File: src/hdl/lin_frame_checksum_receiver_assert.svh
// -----------------------------------------------------------------------------
// LIN frame receiver assertion macros
// Shared property forms used by the receiver's concurrent checks.
// -----------------------------------------------------------------------------
`ifndef LIN_FRAME_CHECKSUM_RECEIVER_ASSERT_SVH
`define LIN_FRAME_CHECKSUM_RECEIVER_ASSERT_SVH

// a implies b in the same cycle
`define LFCR_ASSERT_IMPLY(label, clk, rst_n, a, b) \
    label: assert property (@(posedge clk) disable iff (!(rst_n)) (a) |-> (b)) \
        else $error("same-cycle implication violated");

// a implies b in the next cycle
`define LFCR_ASSERT_NEXT(label, clk, rst_n, a, b) \
    label: assert property (@(posedge clk) disable iff (!(rst_n)) (a) |=> (b)) \
        else $error("next-cycle implication violated");

`endif

File: src/hdl/lfcr_pkg.sv
// -----------------------------------------------------------------------------
// LIN frame receiver package
// Frame geometry constants and the request structs between front, buffer
// and drain.
// -----------------------------------------------------------------------------
package lfcr_pkg;

    localparam int FRAME_BYTES = 15;
    localparam int PAYLOAD_LEN = FRAME_BYTES - 2;
    localparam int LAST_POS    = FRAME_BYTES - 1;
    localparam int POS_W       = $clog2(FRAME_BYTES);
    localparam int IDX_W       = (PAYLOAD_LEN > 1) ? $clog2(PAYLOAD_LEN) : 1;

    localparam logic [7:0] ID_RESET = 8'h04;

    // front -> buffer: payload write and frame commit
    typedef struct packed {
        logic             en;
        logic [IDX_W-1:0] idx;
        logic [7:0]       data;
        logic             push;
    } t_wr_req;

    // drain -> buffer: payload read and bank release
    typedef struct packed {
        logic             en;
        logic [IDX_W-1:0] idx;
        logic             pop;
    } t_rd_req;

endpackage

File: src/hdl/lfcr_front.sv
// -----------------------------------------------------------------------------
// LIN frame receiver front end
// Counts bytes into frames, checks the identifier, accumulates the classic
// checksum and writes payload bytes into the buffer's tail bank.
// -----------------------------------------------------------------------------
module lfcr_front (
    input  logic              i_clk,
    input  logic              i_rst_n,
    input  logic              i_rx_valid,
    output logic              o_rx_stall,
    input  logic [7:0]        i_rx_byte,
    input  logic              i_cfg_valid,
    input  logic [7:0]        i_cfg_expected_id,
    input  logic              i_tail_busy,
    output lfcr_pkg::t_wr_req o_wr
);
    import lfcr_pkg::*;

    logic [POS_W-1:0] r_pos, n_pos;
    logic [7:0]       r_sum, n_sum;
    logic             r_id_ok, n_id_ok;
    logic [7:0]       r_expected_id;

    logic             is_payload;
    logic             is_last;
    logic             accept;
    logic [8:0]       sum_wide;
    logic [POS_W-1:0] pos_m1;

    assign is_payload = (r_pos != '0) && (r_pos < POS_W'(LAST_POS));
    assign is_last    = (r_pos == POS_W'(LAST_POS));
    // hold the link while the bank this payload would land in still drains
    assign o_rx_stall = is_payload && i_tail_busy;
    assign accept     = i_rx_valid && !o_rx_stall;

    // end-around carry: subtracting 255 past 255 is the carry folded back in
    assign sum_wide = {1'b0, r_sum} + {1'b0, i_rx_byte};
    assign pos_m1   = r_pos - POS_W'(1);

    always_comb begin
        n_pos   = r_pos;
        n_sum   = r_sum;
        n_id_ok = r_id_ok;
        o_wr.en   = 1'b0;
        o_wr.idx  = IDX_W'(pos_m1);
        o_wr.data = i_rx_byte;
        o_wr.push = 1'b0;
        if (accept) begin
            if (r_pos == '0) begin
                n_id_ok = (i_rx_byte == r_expected_id);
                n_sum   = '0;
                n_pos   = POS_W'(1);
            end else if (is_last) begin
                o_wr.push = r_id_ok && (i_rx_byte == ~r_sum);
                n_pos     = '0;
                n_sum     = '0;
                n_id_ok   = 1'b0;
            end else begin
                o_wr.en = 1'b1;
                n_sum   = sum_wide[7:0] + {7'd0, sum_wide[8]};
                n_pos   = r_pos + POS_W'(1);
            end
        end
    end

    always_ff @(posedge i_clk) begin
        if (!i_rst_n) begin
            r_pos         <= '0;
            r_sum         <= '0;
            r_id_ok       <= 1'b0;
            r_expected_id <= ID_RESET;
        end else begin
            r_pos   <= n_pos;
            r_sum   <= n_sum;
            r_id_ok <= n_id_ok;
            if (i_cfg_valid) begin
                r_expected_id <= i_cfg_expected_id;
            end
        end
    end

endmodule

File: src/hdl/lfcr_buf.sv
// -----------------------------------------------------------------------------
// LIN frame receiver payload buffer
// Two payload banks used as a two-entry queue of accepted frames: the front
// fills the tail bank, the drain reads the head bank.
// -----------------------------------------------------------------------------
module lfcr_buf (
    input  logic              i_clk,
    input  logic              i_rst_n,
    input  lfcr_pkg::t_wr_req i_wr,
    input  lfcr_pkg::t_rd_req i_rd,
    output logic              o_tail_busy,
    output logic              o_head_busy,
    output logic [7:0]        o_rdata
);
    import lfcr_pkg::*;

    logic [7:0] r_mem [2][PAYLOAD_LEN];
    logic [7:0] r_rdata;
    logic [1:0] r_busy, n_busy;
    logic       r_tail;
    logic       r_head;

    assign o_tail_busy = r_busy[r_tail];
    assign o_head_busy = r_busy[r_head];
    assign o_rdata     = r_rdata;

    always_comb begin
        n_busy = r_busy;
        if (i_wr.push) begin
            n_busy[r_tail] = 1'b1;
        end
        if (i_rd.pop) begin
            n_busy[r_head] = 1'b0;
        end
    end

    always_ff @(posedge i_clk) begin
        if (i_wr.en) begin
            r_mem[r_tail][i_wr.idx] <= i_wr.data;
        end
        if (i_rd.en) begin
            r_rdata <= r_mem[r_head][i_rd.idx];
        end
    end

    always_ff @(posedge i_clk) begin
        if (!i_rst_n) begin
            r_busy <= '0;
            r_tail <= 1'b0;
            r_head <= 1'b0;
        end else begin
            r_busy <= n_busy;
            if (i_wr.push) begin
                r_tail <= ~r_tail;
            end
            if (i_rd.pop) begin
                r_head <= ~r_head;
            end
        end
    end

endmodule

File: src/hdl/lfcr_drain.sv
// -----------------------------------------------------------------------------
// LIN frame receiver drain
// Reads the head bank one payload byte a cycle into the output register while
// not stalled, tags index and last flag, frees the bank after its last byte.
// -----------------------------------------------------------------------------
module lfcr_drain (
    input  logic              i_clk,
    input  logic              i_rst_n,
    input  logic              i_head_busy,
    input  logic [7:0]        i_rdata,
    output lfcr_pkg::t_rd_req o_rd,
    output logic              o_payload_valid,
    input  logic              i_payload_stall,
    output logic [7:0]        o_payload_byte,
    output logic [3:0]        o_payload_index,
    output logic              o_last_byte
);
    import lfcr_pkg::*;

    logic [IDX_W-1:0] r_idx;
    logic             r_valid;
    logic [3:0]       r_index;
    logic             r_last;
    logic             advance;
    logic             idx_last;

    // the buffer's read register doubles as the output data register
    assign advance  = !r_valid || !i_payload_stall;
    assign idx_last = (r_idx == IDX_W'(PAYLOAD_LEN - 1));

    assign o_rd.en  = advance && i_head_busy;
    assign o_rd.idx = r_idx;
    assign o_rd.pop = o_rd.en && idx_last;

    assign o_payload_valid = r_valid;
    assign o_payload_byte  = i_rdata;
    assign o_payload_index = r_index;
    assign o_last_byte     = r_last;

    always_ff @(posedge i_clk) begin
        if (o_rd.en) begin
            r_index <= 4'(r_idx);
            r_last  <= idx_last;
        end
    end

    always_ff @(posedge i_clk) begin
        if (!i_rst_n) begin
            r_idx   <= '0;
            r_valid <= 1'b0;
        end else if (advance) begin
            r_valid <= o_rd.en;
            if (o_rd.en) begin
                r_idx <= idx_last ? '0 : r_idx + IDX_W'(1);
            end
        end
    end

endmodule

File: src/hdl/lin_frame_checksum_receiver.sv
// -----------------------------------------------------------------------------
// LIN frame checksum receiver
// Frames received bytes, checks identifier and classic checksum, and bursts
// out the payload of each good frame.
// -----------------------------------------------------------------------------
// Bytes are taken one per cycle and grouped into fixed frames counted from
// reset; byte 0 is checked against expected_id, the payload bytes are summed
// with end-around carry, and the last byte must be the inverted sum. A good
// frame's payload comes out in order, one byte a cycle unless the output stalls,
// after its checksum byte is taken; bad frames give nothing. Payload sits in
// two banks, so the next frame is received while the previous one drains. The
// input stalls only when a payload byte would land in a bank whose frame has
// not yet been fully read out, i.e. when one accepted frame is still draining
// and a second one waits behind it. Configuration writes are always ready.
// -----------------------------------------------------------------------------
module lin_frame_checksum_receiver (
    input  logic       i_clk,
    input  logic       i_rst_n,
    input  logic       i_rx_valid,
    output logic       o_rx_stall,
    input  logic [7:0] i_rx_byte,
    input  logic       i_cfg_valid,
    output logic       o_cfg_ready,
    input  logic [7:0] i_cfg_expected_id,
    output logic       o_payload_valid,
    input  logic       i_payload_stall,
    output logic [7:0] o_payload_byte,
    output logic [3:0] o_payload_index,
    output logic       o_last_byte
);
    import lfcr_pkg::*;
    `include "lin_frame_checksum_receiver_assert.svh"

    t_wr_req    wr;
    t_rd_req    rd;
    logic       tail_busy;
    logic       head_busy;
    logic [7:0] rdata;

    assign o_cfg_ready = 1'b1;

    lfcr_front u_front (
        .i_clk             (i_clk),
        .i_rst_n           (i_rst_n),
        .i_rx_valid        (i_rx_valid),
        .o_rx_stall        (o_rx_stall),
        .i_rx_byte         (i_rx_byte),
        .i_cfg_valid       (i_cfg_valid && o_cfg_ready),
        .i_cfg_expected_id (i_cfg_expected_id),
        .i_tail_busy       (tail_busy),
        .o_wr              (wr)
    );

    lfcr_buf u_buf (
        .i_clk       (i_clk),
        .i_rst_n     (i_rst_n),
        .i_wr        (wr),
        .i_rd        (rd),
        .o_tail_busy (tail_busy),
        .o_head_busy (head_busy),
        .o_rdata     (rdata)
    );

    lfcr_drain u_drain (
        .i_clk           (i_clk),
        .i_rst_n         (i_rst_n),
        .i_head_busy     (head_busy),
        .i_rdata         (rdata),
        .o_rd            (rd),
        .o_payload_valid (o_payload_valid),
        .i_payload_stall (i_payload_stall),
        .o_payload_byte  (o_payload_byte),
        .o_payload_index (o_payload_index),
        .o_last_byte     (o_last_byte)
    );

    // never overwrite a bank that still waits to drain
    `LFCR_ASSERT_IMPLY(a_wr_free_bank, i_clk, i_rst_n, wr.en, !tail_busy)
    // never read a bank that holds no accepted frame
    `LFCR_ASSERT_IMPLY(a_rd_full_bank, i_clk, i_rst_n, rd.en, head_busy)
    // a read always lands a beat in the output register
    `LFCR_ASSERT_NEXT(a_rd_to_out, i_clk, i_rst_n, rd.en, o_payload_valid)

endmodule

File: config.mk
export PLATFORM = sky130hd
export DESIGN_NAME = lin_frame_checksum_receiver
export DESIGN_NICKNAME = d
export VERILOG_FILES = /design/src/hdl/lfcr_pkg.sv /design/src/hdl/lfcr_front.sv /design/src/hdl/lfcr_buf.sv /design/src/hdl/lfcr_drain.sv /design/src/hdl/lin_frame_checksum_receiver.sv
export VERILOG_INCLUDE_DIRS = /design/src /design/src/hdl
export SDC_FILE = /design/constraint.sdc
export NUM_CORES = 1
export LEC_CHECK = 0
export ABC_AREA = 1
export BUFFER_PORTS_ARGS = -buffer_cell sky130_fd_sc_hd__buf_2
export CAP_MARGIN = 0
export CELL_PAD_IN_SITES_DETAIL_PLACEMENT = 0
export CELL_PAD_IN_SITES_GLOBAL_PLACEMENT = 1
export CORE_ASPECT_RATIO = 0.6
export CORE_MARGIN = 10
export CORE_UTILIZATION = 40
export CTS_CLUSTER_SIZE = 40
export DETAILED_ROUTE_END_ITERATION = 8
export PLACE_DENSITY = 0.67
export SLEW_MARGIN = 10
export SYNTH_ARGS = -nofsm -noshare
export SYNTH_HDL_FRONTEND = slang
export SYNTH_SLANG_ARGS = --single-unit
File: constraint.sdc
create_clock -name i_clk -period 3.55 [get_ports i_clk]
set_input_delay 0.71 -clock i_clk [delete_from_list [all_inputs] [get_ports i_clk]]
set_output_delay 0.71 -clock i_clk [all_outputs]
set_load 0.02 [all_outputs]
=== Word-level counts from Yosys, hierarchy flattened ===
Memories as Yosys holds them, arrays and structs flattened. A register that Yosys moved wholly into a read port is not among the register bits.
Cells that the tools add are included.

* Register bits after elaboration: 43
* RAM bits: 208
* Bits of input ports: 21
* Memories: 1

* Add/sub/neg operators: 5
* $lt $le $gt $ge: 8
* Eq/ne operators: 4
* Mux-type cells: 32
* Bitwise gates (word level): 8
* Reduce and logical (&&, ||, !) cells: 18

{| class="wikitable"
|+ Memories
! name !! depth !! bits a word !! read ports !! clocked after memory_dff !! wr ports !! line !! text
|-
| u_buf.r_mem || 2 || 104 || 1 || 1 || 1 || lfcr_buf.sv:17 || <nowiki>logic [7:0] r_mem [2][PAYLOAD_LEN];</nowiki>
|}

{| class="wikitable"
|+ Operators with widths
! kind !! count
|-
| two-way mux 104 bit || 1
|-
| two-way mux 8 bit || 5
|-
| binary-select mux 8 bit (select 4 bit) || 1
|-
| demux 8 bit (select 4 bit) || 1
|-
| two-way mux 1 bit || 17
|-
| == test 8 bit || 2
|-
| two-way mux 4 bit || 3
|-
| greater-or-equal comparator 5 bit, second input constant || 2
|-
| NOT 4 -> 5 bit || 2
|-
| adder 8 x 8 -> 9 bit || 1
|-
| logical AND 1 bit || 9
|-
| adder 4 x 1 -> 4 bit, second input constant || 2
|-
| adder 8 x 1 -> 8 bit || 1
|-
| == test 4 bit, second input constant || 2
|-
| NOT 8 bit || 1
|-
| less-than comparator 5 x 1 -> 1 bit, second input constant || 1
|-
| logical NOT 4 bit || 1
|-
| less-than comparator 1 x 2 -> 1 bit, second input constant || 2
|-
| less-than comparator 4 bit, second input constant || 1
|-
| two-way mux 2 bit || 2
|-
| AND reduction 2 bit || 2
|-
| nonzero test 4 bit || 1
|-
| subtractor 4 x 1 -> 4 bit, second input constant || 1
|-
| logical NOT 1 bit || 3
|-
| other kinds (8) || 11
|}

=== Logic depth before layout (Yosys ltp) ===
Gate-level depths: netlist of the first run.

* Word-level depth: 9
* Mapped depth: 16
* Mapped depth without buffers: 16

=== Hierarchy ===
From an unflattened synthesis of the first run, not the netlist that was laid out.

* Cell total of the unflattened synthesis: 1199
* Area total of the unflattened synthesis: 11622.4 sq um

{| class="wikitable"
|+ Modules (own cells, without submodules)
! module !! times used !! cells an instance !! area an instance (sq um) !! sequential area each (sq um)
|-
| lfcr_buf || 1 || 902 || 9430.3 || 6586.3
|-
| lfcr_front || 1 || 248 || 1691.6 || 420.4
|-
| lfcr_drain || 1 || 47 || 489.2 || 250.2
|-
| lin_frame_checksum_receiver || 1 || 2 || 11.3 || 0.0
|}

=== Worst setup path before layout of the first run ===
No wires, ideal clock.

* Path kind: in2reg
* Start: input port i_rx_byte[0]
* End: register u_front.r_sum[6]
* Library setup time: 132 ps
* Data arrival time: 2635 ps
* Required time: 3418 ps
* Path slack: 783 ps
* Cell stages on the path: 15
* Cell sequence: ha_1 > fa_1 > nand3_1 > nand2_1 > a221o_1 > ha_1 > ha_1 > inv_1 > nor2_1 > nand3_1 > nor2_1 > nand2_1 > nand3_1 > nand3_1 > a21oi_1

* Longest elaborated chain between the ends: 4

{| class="wikitable"
|+ RTL lines
! element !! line !! text
|-
| from (decl) || lin_frame_checksum_receiver.sv:21 || <nowiki>input logic [7:0] i_rx_byte,</nowiki>
|-
| adder 8 x 8 -> 9 bit || lfcr_front.sv:37 || <nowiki>assign sum_wide = {1'b0, r_sum} + {1'b0, i_rx_byte};</nowiki>
|-
| adder 8 x 1 -> 8 bit || lfcr_front.sv:60 || <nowiki>n_sum = sum_wide[7:0] + {7'd0, sum_wide[8]};</nowiki>
|-
| two-way mux 8 bit || lfcr_front.sv:53 || <nowiki>end else if (is_last) begin</nowiki>
|-
| two-way mux 8 bit || lfcr_front.sv:49 || <nowiki>if (r_pos == '0) begin</nowiki>
|-
| to (signal assigned) || lfcr_front.sv:74 || <nowiki>r_sum <= n_sum;</nowiki>
|-
| to (decl) || lfcr_front.sv:20 || <nowiki>logic [7:0] r_sum, n_sum;</nowiki>
|}

No other way between the ends.
A chain may end at the register's enable or synchronous reset.

=== Worst setup path after layout of the first run ===
Same ends and word-level chain as after synthesis.

==> results of run 1 <==
## cells in the mapped netlist (12+ instances only)
cell / number
buf_2: 16
a21oi_1: 37
o21ai_0: 101
nand2_1: 120
o221ai_1: 19
ha_1: 12
o211ai_1: 18
o22ai_1: 14
inv_1: 47
edfxtp_1: 221
nor3_1: 26
clkbuf_1: 28
dfxtp_1: 31
nor2_1: 144
nand3_1: 43
## area by class of cell
class / count / area [µm²] / area share [%]
multi-input cells: 582 / 2940 / 23.9
clock inverters: 19 / 273 / 2.22
inverters: 53 / 204 / 1.66
repair buffers: 81 / 533 / 4.34
flip-flops and latches: 252 / 7260 / 59.1
clock buffers: 26 / 629 / 5.12
well taps: 360 / 450 / 3.66
## metal layers
layer	GRT usage, %	wire length [µm]	up-vias
met2	21.7	11100	238
met5	0	0	-
met3	3.33	2140	29
met1	27.2	15000	3529
li1	-	-	3478
met4	3.18	477	0
## power breakdown
| part | total, W | switching [W] | internal [W] |
|---|---|---|---|
| combinational | 0.000245 | 0.000176 | 0.0000690 |
| sequential | 0.00325 | 0.0000144 | 0.00324 |
| clock | 0.00292 | 0.00113 | 0.00180 |
## state kept, by name (all words and copies together), names as in the netlist, named ones only
| name | count |
|---|---|
| u_buf.o_rdata | 8 |
| u_buf.r_busy | 2 |
| u_buf.r_head | 1 |
| u_buf.r_mem | 208 |
| u_buf.r_tail | 1 |
| u_drain.o_last_byte | 1 |
| u_drain.o_payload_index | 4 |
| u_drain.o_payload_valid | 1 |
| u_drain.r_idx | 4 |
| u_front.r_expected_id | 8 |
| u_front.r_id_ok | 1 |
| u_front.r_pos | 4 |
| u_front.r_sum | 8 |
## per-stage QoR
| step | setup slack (ns) | power, W | area (µm²) |
|---|---|---|---|
| global route | 0.794 | 0.00662 | 12300 |
| CTS | 0.979 | 0.00646 | 12300 |
| floorplan | 0.783 | 0.00344 | 10600 |
| global placement | 0.442 | 0.00356 | 11400 |
| finish | 0.967 | 0.00642 | 12300 |
| detailed placement | 0.430 | 0.00356 | 11400 |
## worst min-delay path by stage
stage | to | slack [ns] | cells past startpoint
floorplan | u_drain.o_payload_index[0] | 0.43 | 0
global route | u_front.r_expected_id[6] | 0.41 | 3
global placement | u_front.r_sum[7] | 0.46 | 2
CTS | u_front.r_expected_id[5] | 0.40 | 3
detailed placement | u_front.r_sum[7] | 0.46 | 2
finish | u_front.r_expected_id[7] | 0.42 | 3
## cell families (layout without fill, tap and decap cells)
logic type | Yosys count | after routing | synth area share [%]
flip-flops | 252 | 252 | 68.3
AND/OR/NAND/NOR | 363 | 363 | 14.6
adder cells (fa/ha/maj) | 13 | 13 | 1.60
XOR/XNOR | 8 | 8 | 0.660
buffers and inverters | 101 | 179 | 4.02
other | 1 | 1 | 0.0353
AO/OA/AOI/OAI | 196 | 196 | 10.7
multiplexers | 1 | 1 | 0.0942
## worst max-delay path, stage by stage
cell,delay [ns]
buf_2,0.13
ha_1,0.25
fa_1,0.43
nand3_1,0.12
nand2_1,0.09
a221o_1,0.33
ha_1,0.20
ha_1,0.19
inv_1,0.05
nor2_1,0.04
nand3_1,0.09
nor2_1,0.07
nand2_1,0.06
nand3_1,0.07
nand3_1,0.07
a21oi_1,0.06
==> flow_metrics.tcl, run 1 <==
set metrics [dict create \
    outcome "finished, final reports clean" \
    area_growth_pct 15.8 \
    worst_pin_slew_ns 0.721 \
    postRouteAntennaNets 0 \
    endpoint "u_front.r_sum[6]" \
    post-route-period-util_pct 72.8 \
    ys.flop_type "edfxtp_1" \
    drt_wl_total_mm 28.7 \
    finalClockSkew_ns 0.0108 \
    async_flop_share_pct 0 \
    synth_area_mm2 0.0106 \
    seq_area_frac_synth_pct 68.3 \
    drive_gt1_share_pct 13.5 \
    cts-buffers-inserted 25 \
    dieArea_mm2 0.0337 \
    antennaDiodeCount 0 \
    grt_pass1_wl_mm 42.7 \
    synth_area_per_cell_um2 11.4 \
    cts_max_level 1 \
    r2r_end "u_front.r_sum[6]" \
    clock_sinks 252 \
    cts_tree "built" \
    initial_core_util_pct 40.4 \
    finalNonFillerCells 1373 \
    most-common-layout-cells "edfxtp_1 (221), nor2_1 (144), nand2_1 (120), o21ai_0 (101), inv_1 (47)" \
    cp-end-kind "flop" \
    grt_usage_pct 16.6 \
    synth_area_leader_cell "edfxtp_1" \
    viasPerCell 5.30 \
    dpl.hpwl_mm 18.3 \
    dieHeight_um 146 \
    rows 46 \
    post_synth_main_area_contributors "edfxtp_1 (62%), dfxtp_1 (5.8%), nor2_1 (5.1%)" \
    critPathMaxFanout 4 \
    clk_latency_ns 0.53 \
    wl_per_cell_um 20.9 \
    portBuffers 35 \
    placedCellCount 1328 \
    start_kind "input port" \
    synth_seq_cells 252 \
    first_pass_iters 5 \
    min_from "i_cfg_expected_id[7]" \
    rsz0062_at_grt "false" \
    post_cts_buffers 0 \
    cp.arrival_ns 2.97 \
    peakVddDrop_v 0.000332 \
    powerDensity_mw_per_mm2 522 \
    required_ns 3.94 \
    r2r_cells 15 \
    crit_type "in -> reg" \
    antenna_found_initial 0 \
    chipWidth_um 230 \
    grt_max_degree 105 \
    nFillCells 2432 \
    core_area_mm2 0.0263 \
    grt_pass1_vias 6597 \
    cts-resized-gates 0 \
    maxCapViolations 0 \
    slew_headroom_pct 51.8 \
    r2r_setup_slack_ns 0.99 \
    finalHoldViolCount 0 \
    layout_min_cycle_time_ns 2.58 \
    timing.fmax_ghz 0.387 \
    slew_viol_final 0 \
    syn_inst 935 \
    synth_nets 969 \
    clkTransAtPathRegs_ns 0.06 \
    hold_path_class "in -> reg" \
    drc 0 \
    critPathLaunch "i_rx_byte[0]" \
    overflow 0 \
    final_core_util_pct 46.7 \
    whs_ns 0.419 \
    tns_ns 0 \
    rr_startpoint "u_front.r_sum[0]" \
    place_congestion 0.846 \
    cts_buffer_depth 3 \
    ios 37 \
    yosys_warnings 0 \
    layout_commonest_cell "edfxtp_1" \
    synth_top_area_share_pct 62.5 \
    synth_edf_count 221 \
    drtIter0Drc 730 \
    dr_total_vias 7274 \
    leakage_nw 4.38 \
    finalSetupViolCount 0 \
    ys_types 40 \
    hold_buffers 0 \
    root_buffer "clkbuf_16" \
    fin_nets 1029 \
]
Note: power is estimated with default switching activity, not from simulation.
==> inputs of run 2 (changes only) <==
==> constraint.sdc (replaced) <==
create_clock -name i_clk -period 2.65 [get_ports i_clk]
set_input_delay 0.53 -clock i_clk [delete_from_list [all_inputs] [get_ports i_clk]]
set_output_delay 0.53 -clock i_clk [all_outputs]
set_load 0.02 [all_outputs]
==> run 2 against run 1 <==
Compared with the run above: critical path depth down 1; total power up 33%; non-clock buffer count up 23; sequential share of layout area down 0.74 points; register-to-register slack worse by 0.78 ns; clock skew up 0.0023 ns; flip-flop and latch count unchanged; count of clock-buffer cells in the layout up 1; largest cell class unchanged.
==> flow_metrics.tcl, run 2 (same netlist as run 1, synthesis figures left out) <==
set metrics [dict create \
    outcome "finished, final reports clean" \
    viasPerCell 5.31 \
    first_pass_iters 5 \
    whs_ns 0.228 \
    nFillCells 2389 \
    area_growth_pct 17.2 \
    rows 46 \
    drc 0 \
    cp-end-kind "flop" \
    worst-path-buf-inv 1 \
    drive_gt1_share_pct 15.4 \
    crit_type "reg -> reg" \
    power_frac_clock_pct 44.7 \
    rsz0062_at_grt "false" \
    required_ns 3.05 \
    timing.fmax_ghz 0.409 \
    dr_total_vias 7400 \
    p_switching_w 0.00176 \
    drt_wl_total_mm 28.9 \
    chipWidth_um 230 \
    post-place-ws_ns -0.226 \
    largest_register_ff_count 208 \
    place_congestion 0.814 \
    critPathMaxFanout 3 \
    dieArea_mm2 0.0337 \
    slew_headroom_pct 64.3 \
    postRouteAntennaNets 0 \
    fin_area_mm2 0.0125 \
    grt_pass1_wl_mm 43.9 \
    max_stage_delay_ns 0.35 \
    start_kind "flop" \
    core_area_mm2 0.0263 \
    dieHeight_um 146 \
    maxCapViolations 0 \
    seqPwrFrac_pct 51.1 \
    fin_nets 1051 \
    overflow 0 \
    hold_buffers 0 \
    cts_tree "built" \
    path_common_cell "nand3_1" \
    finalClockSkew_ns 0.0131 \
    cts_max_level 1 \
    clock_sinks 252 \
    most-common-layout-cells "edfxtp_1 (221), nor2_1 (144), nand2_1 (120), o21ai_0 (101), buf_4 (67)" \
    cts_buffer_depth 3 \
    post_cts_buffers 0 \
    crit_family "adder cells" \
    fin_ws_ns 0.207 \
    final_core_util_pct 47.3 \
    finalHoldViolCount 0 \
    layout_min_cycle_time_ns 2.44 \
    layout_commonest_cell "edfxtp_1" \
    clkTransAtPathRegs_ns 0.07 \
    regMostFlops "u_buf.r_mem" \
    drtIter0Drc 910 \
    grt_usage_pct 17.0 \
    place_area_mm2 0.0116 \
    grt_pass1_vias 6974 \
    cpMaxStageDelayCell "fa_2" \
    worst_pin_slew_ns 0.536 \
    cts-resized-gates 0 \
    portBuffers 35 \
    finalSetupViolCount 0 \
    wl_per_cell_um 20.8 \
    clk_latency_ns 0.53 \
    area.sequential_mm2 0.00726 \
    antenna_found_initial 1 \
    power_w 0.00851 \
    peakVddDrop_v 0.000383 \
    leakage_nw 4.48 \
    ios 37 \
    dpl.hpwl_mm 19.0 \
    crit_chain "ha_1 -> fa_2 -> nand3_1 -> nand2_1 -> a221o_1 -> ha_1 -> ha_1 -> inv_1 -> nor2_1 -> nand3_1 -> nor2_1 -> nand2_1 -> nand3_1 -> nand3_1 -> a21oi_1" \
    grt_max_degree 61 \
    powerDensity_mw_per_mm2 684 \
    intPower_w 0.00675 \
    multi_input_area_mm2 0.00295 \
    post-route-period-util_pct 92.2 \
    root_buffer "clkbuf_16" \
    antennaDiodeCount 0 \
    initial_core_util_pct 40.4 \
    cp.arrival_ns 2.84 \
    hold_path_class "in -> reg" \
    cts-buffers-inserted 24 \
    combPwrFrac_pct 4.2 \
    slew_viol_final 0 \
    swShare_pct 20.7 \
]
[run 2: power by group through the flow]
stage	logic, W	clock network (W)	registers [W]
2_1_floorplan	0.000178	0	0.00443
3_3_place_gp	0.000351	0	0.00444
5_1_grt	0.000394	0.00406	0.00435
6_report	0.000356	0.00380	0.00435
4_1_cts	0.000354	0.00386	0.00435
3_5_place_dp	0.000353	0	0.00444
[run 2: metrics by stage]
| stage | cells | setup TNS [ns] |
|---|---|---|
| after CTS | 1394 | 0 |
| after floorplan | 935 | 0 |
| after global routing | 1394 | 0 |
| after global placement | 1351 | -0.596 |
| after detailed placement | 1351 | -0.752 |
| final | 1394 | 0 |
[run 2: path summary, 6_finish.rpt]
kind,from,endpoint,slack [ns],depth (start not counted)
min,i_cfg_expected_id[3],u_front.r_expected_id[3],0.23,3
max,u_front.r_sum[0],u_front.r_sum[6],0.21,15
min reg2reg,u_front.r_sum[7],u_front.r_sum[7],0.47,2
max reg2reg,u_front.r_sum[0],u_front.r_sum[6],0.21,15
[run 2: cell type report]
cell class | count | share of cell area, %
Clock buffer | 27 | 5.08
Sequential cell | 252 | 58.3
Timing Repair Buffer | 104 | 5.77
Clock inverter | 16 | 1.91
Tap cell | 360 | 3.62
Multi-Input combinational cell | 582 | 23.7
Inverter | 53 | 1.64
[run 2: layer usage]
| layer | vias to the layer above | GRT usage (%) | routed length (µm) |
|---|---|---|---|
| li1 | 3522 | - | - |
| met1 | 3592 | 27.2 | 14900 |
| met2 | 257 | 22.1 | 11100 |
| met3 | 29 | 4.33 | 2470 |
| met4 | 0 | 3.21 | 444 |
| met5 | - | 0 | 0 |
[run 2: tightest hold or removal path: cells and delay by family]
family                 cells  cell delay [ns]
AND/OR/NAND/NOR            2             0.12
buffers and inverters      1             0.08
==> inputs of run 3 (changes only) <==
--- a/config.mk
+++ b/config.mk
@@ -6,7 +6,6 @@
 export SDC_FILE = /design/constraint.sdc
 export NUM_CORES = 1
 export LEC_CHECK = 0
-export ABC_AREA = 1
 export BUFFER_PORTS_ARGS = -buffer_cell sky130_fd_sc_hd__buf_2
 export CAP_MARGIN = 0
 export CELL_PAD_IN_SITES_DETAIL_PLACEMENT = 0
@@ -16,7 +15,7 @@
 export CORE_UTILIZATION = 40
 export CTS_CLUSTER_SIZE = 40
 export DETAILED_ROUTE_END_ITERATION = 8
-export PLACE_DENSITY = 0.67
+export PLACE_DENSITY = 0.64
 export SLEW_MARGIN = 10
 export SYNTH_ARGS = -nofsm -noshare
 export SYNTH_HDL_FRONTEND = slang
==> constraint.sdc (replaced) <==
create_clock -name i_clk -period 3.05 [get_ports i_clk]
set_input_delay 0.61 -clock i_clk [delete_from_list [all_inputs] [get_ports i_clk]]
set_output_delay 0.61 -clock i_clk [all_outputs]
set_load 0.02 [all_outputs]
==> run 3 against run 2 <==
Compared with the run above: first-iteration DRC count is 20% lower; routed wire length shrank 14%; sequential power decreased by 14%; synthesized cell count shrank 31%; total power fell by 16%; non-clock buffer count decreased by 2; global-route usage shrank 2.0 points; area after synthesis is 1.1% lower; via count down 19%; register-to-register slack got worse by 0.08 ns; setup slack got worse by 0.081 ns; critical path depth is 3 lower; critical endpoint is now u_front.r_sum[7]; highest routed layer unchanged.
==> flow_metrics.tcl, run 3 <==
set metrics [dict create \
    power_w 0.00717 \
    overflow 0 \
    clock_sinks 252 \
    finalClockSkew_ns 0.00961 \
    regMostFlops "u_buf.r_mem" \
    synth_nets 679 \
    final_core_util_pct 48.3 \
    cp.arrival_ns 3.34 \
    wl_per_cell_um 22.6 \
    cp-end-kind "flop" \
    area_growth_pct 17.5 \
    postRouteAntennaNets 0 \
    tns_ns 0 \
    ys.flop_type "edfxtp_1" \
    finalNonFillerCells 1106 \
    ys_types 62 \
    grt_max_degree 39 \
    peakVddDrop_v 0.000368 \
    viasPerCell 5.42 \
    root_buffer "clkbuf_16" \
    outcome "finished, final reports clean" \
    most-common-layout-cells "edfxtp_1 (221), buf_4 (66), nor2_1 (42), mux4_2 (40)" \
    area.sequential_mm2 0.00726 \
    clk_latency_ns 0.52 \
    syn_inst 645 \
    core_area_mm2 0.0256 \
    seq_area_frac_synth_pct 69.1 \
    antennaDiodeCount 0 \
    synth_seq_cells 252 \
    timing.fmax_ghz 0.342 \
    drtIter0Drc 728 \
    synth_area_per_cell_um2 16.3 \
    post-route-period-util_pct 95.9 \
    largest_register_ff_count 208 \
    rsz0062_at_grt "false" \
    drc 0 \
    dieHeight_um 146 \
    grt_util_met2_pct 20.8 \
    yosysMostFrequentCell "edfxtp_1" \
    hold_buffers 0 \
    start_kind "flop" \
    clkTransAtPathRegs_ns 0.07 \
    rows 45 \
    powerDensity_mw_per_mm2 581 \
    fin_nets 771 \
    dr_total_vias 5996 \
    layout_min_cycle_time_ns 2.92 \
    place_congestion 0.856 \
    critPathMaxFanout 2 \
    cts_tree "built" \
    portBuffers 35 \
    grt_usage_pct 14.9 \
    placedCellCount 1063 \
    synth_edf_count 221 \
    worst_pin_slew_ns 0.688 \
    drive_gt1_share_pct 28.2 \
    synth_top_area_share_pct 63.2 \
    post_synth_main_area_contributors "edfxtp_1 (63%), mux4_2 (8.6%), dfxtp_1 (5.9%)" \
    nFillCells 2227 \
    crit_type "reg -> reg" \
    busiest_layer "met1" \
    finalSetupViolCount 0 \
    yosys_warnings 0 \
    slew_headroom_pct 54.0 \
    cts-buffers-inserted 24 \
    fin_area_mm2 0.0123 \
    leakage_nw 4.18 \
    first_pass_iters 5 \
    finalHoldViolCount 0 \
    cts_buffer_depth 3 \
    place_area_mm2 0.0115 \
    chipWidth_um 229 \
    synthTopCellsByCount "edfxtp_1 (221), nor2_1 (42), mux4_2 (40)" \
    grt_use_met3_pct 4.43 \
    grt_pass1_wl_mm 38.4 \
    cts_max_level 1 \
    async_flop_share_pct 0 \
    ios 37 \
    synth_area_leader_cell "edfxtp_1" \
    slew_viol_final 0 \
    synth_area_mm2 0.0105 \
    dpl.hpwl_mm 17.4 \
    initial_core_util_pct 41.1 \
    dieArea_mm2 0.0334 \
    drt_wl_total_mm 25.0 \
    grt_pass1_vias 6040 \
    maxCapViolations 0 \
    multi_input_area_mm2 0.00309 \
    met1_usage_pct 22.7 \
    required_ns 3.47 \
    layout_commonest_cell "edfxtp_1" \
    antenna_found_initial 0 \
    hold_path_class "in -> reg" \
]
[run 3: cell count changes in the layout (fill, tap and decap cells not counted), sizes merged, moves of 34 or more]
cell / previous run / this run
nor2: 146 / 42
nand2: 124 / 26
o21ai: 101 / 27
inv: 51 / 6
mux4: 0 / 40
nand3: 43 / 8
mux2i: 1 / 35
[run 3: path summary, 6_finish.rpt]
check,slack [ns],start,end,cells past startpoint
max,0.13,u_front.r_sum[0],u_front.r_sum[7],12
min,0.30,i_cfg_expected_id[2],u_front.r_expected_id[2],3
max reg2reg,0.13,u_front.r_sum[0],u_front.r_sum[7],12
min reg2reg,0.48,u_front.r_sum[5],u_front.r_sum[5],2
[run 3: what timing repair did]
| item | 4_1_cts | 5_1_grt |
|---|---|---|
| buffers inserted | 0 | 0 |
| resized for setup | 0 | 1 |
| endpoints found under the setup margin | 0 | 1 |
[run 3: cells by family after synthesis]
group	Yosys count	synth area share [%]
simple gates	137	6.64
flops	252	69.1
buf+inv	42	1.85
other cells	1	0.0357
xor+xnor	16	1.46
fa+ha+maj	13	1.62
mux	84	12.9
compound gates	100	6.45
[run 3: worst max-delay path, cell delays in order, from the launching register on]
cell and delay, ns:
dfxtp_1 0.34, ha_2 0.20, fa_2 0.25, a211oi_4 0.08
o21a_1 0.21, o21bai_2 0.19, a21o_1 0.15, ha_1 0.17
and3_4 0.19, or3b_4 0.38, a211oi_2 0.22, xnor3_1 0.23
a32o_1 0.22
[run 3: stage by stage]
step | setup WS, ns | hold WS, ns
final | 0.126 | 0.301
after global placement | -0.203 | 0.473
after detailed placement | -0.299 | 0.481
after floorplan | 0.00623 | 0.406
after global routing | 0.00860 | 0.316
after CTS | 0.0623 | 0.278
[run 3: where the power goes]
group          switching [W]  total, W  leakage (nW)  internal (W)
Clock                0.00127   0.00315         0.412       0.00188
Sequential         0.0000111   0.00376          2.25       0.00375
Combinational       0.000153  0.000250          1.52     0.0000967
[run 3: area by class of cell]
cell class	count	area share (%)
Clock inverter	16	1.53
Timing Repair Buffer	102	5.59
Sequential cell	252	58.8
Inverter	6	0.182
Tap cell	352	3.57
Multi-Input combinational cell	351	25.0
Clock buffer	27	5.29
[run 3: metal layers]
metal | part of all wire, % | vias to the layer above | wire length, µm
met4 | 1.1 | 0 | 274
met1 | 49 | 3046 | 12300
met2 | 42 | 194 | 10400
met5 | 0 | - | 0
li1 | - | 2732 | -
met3 | 8.1 | 24 | 2030
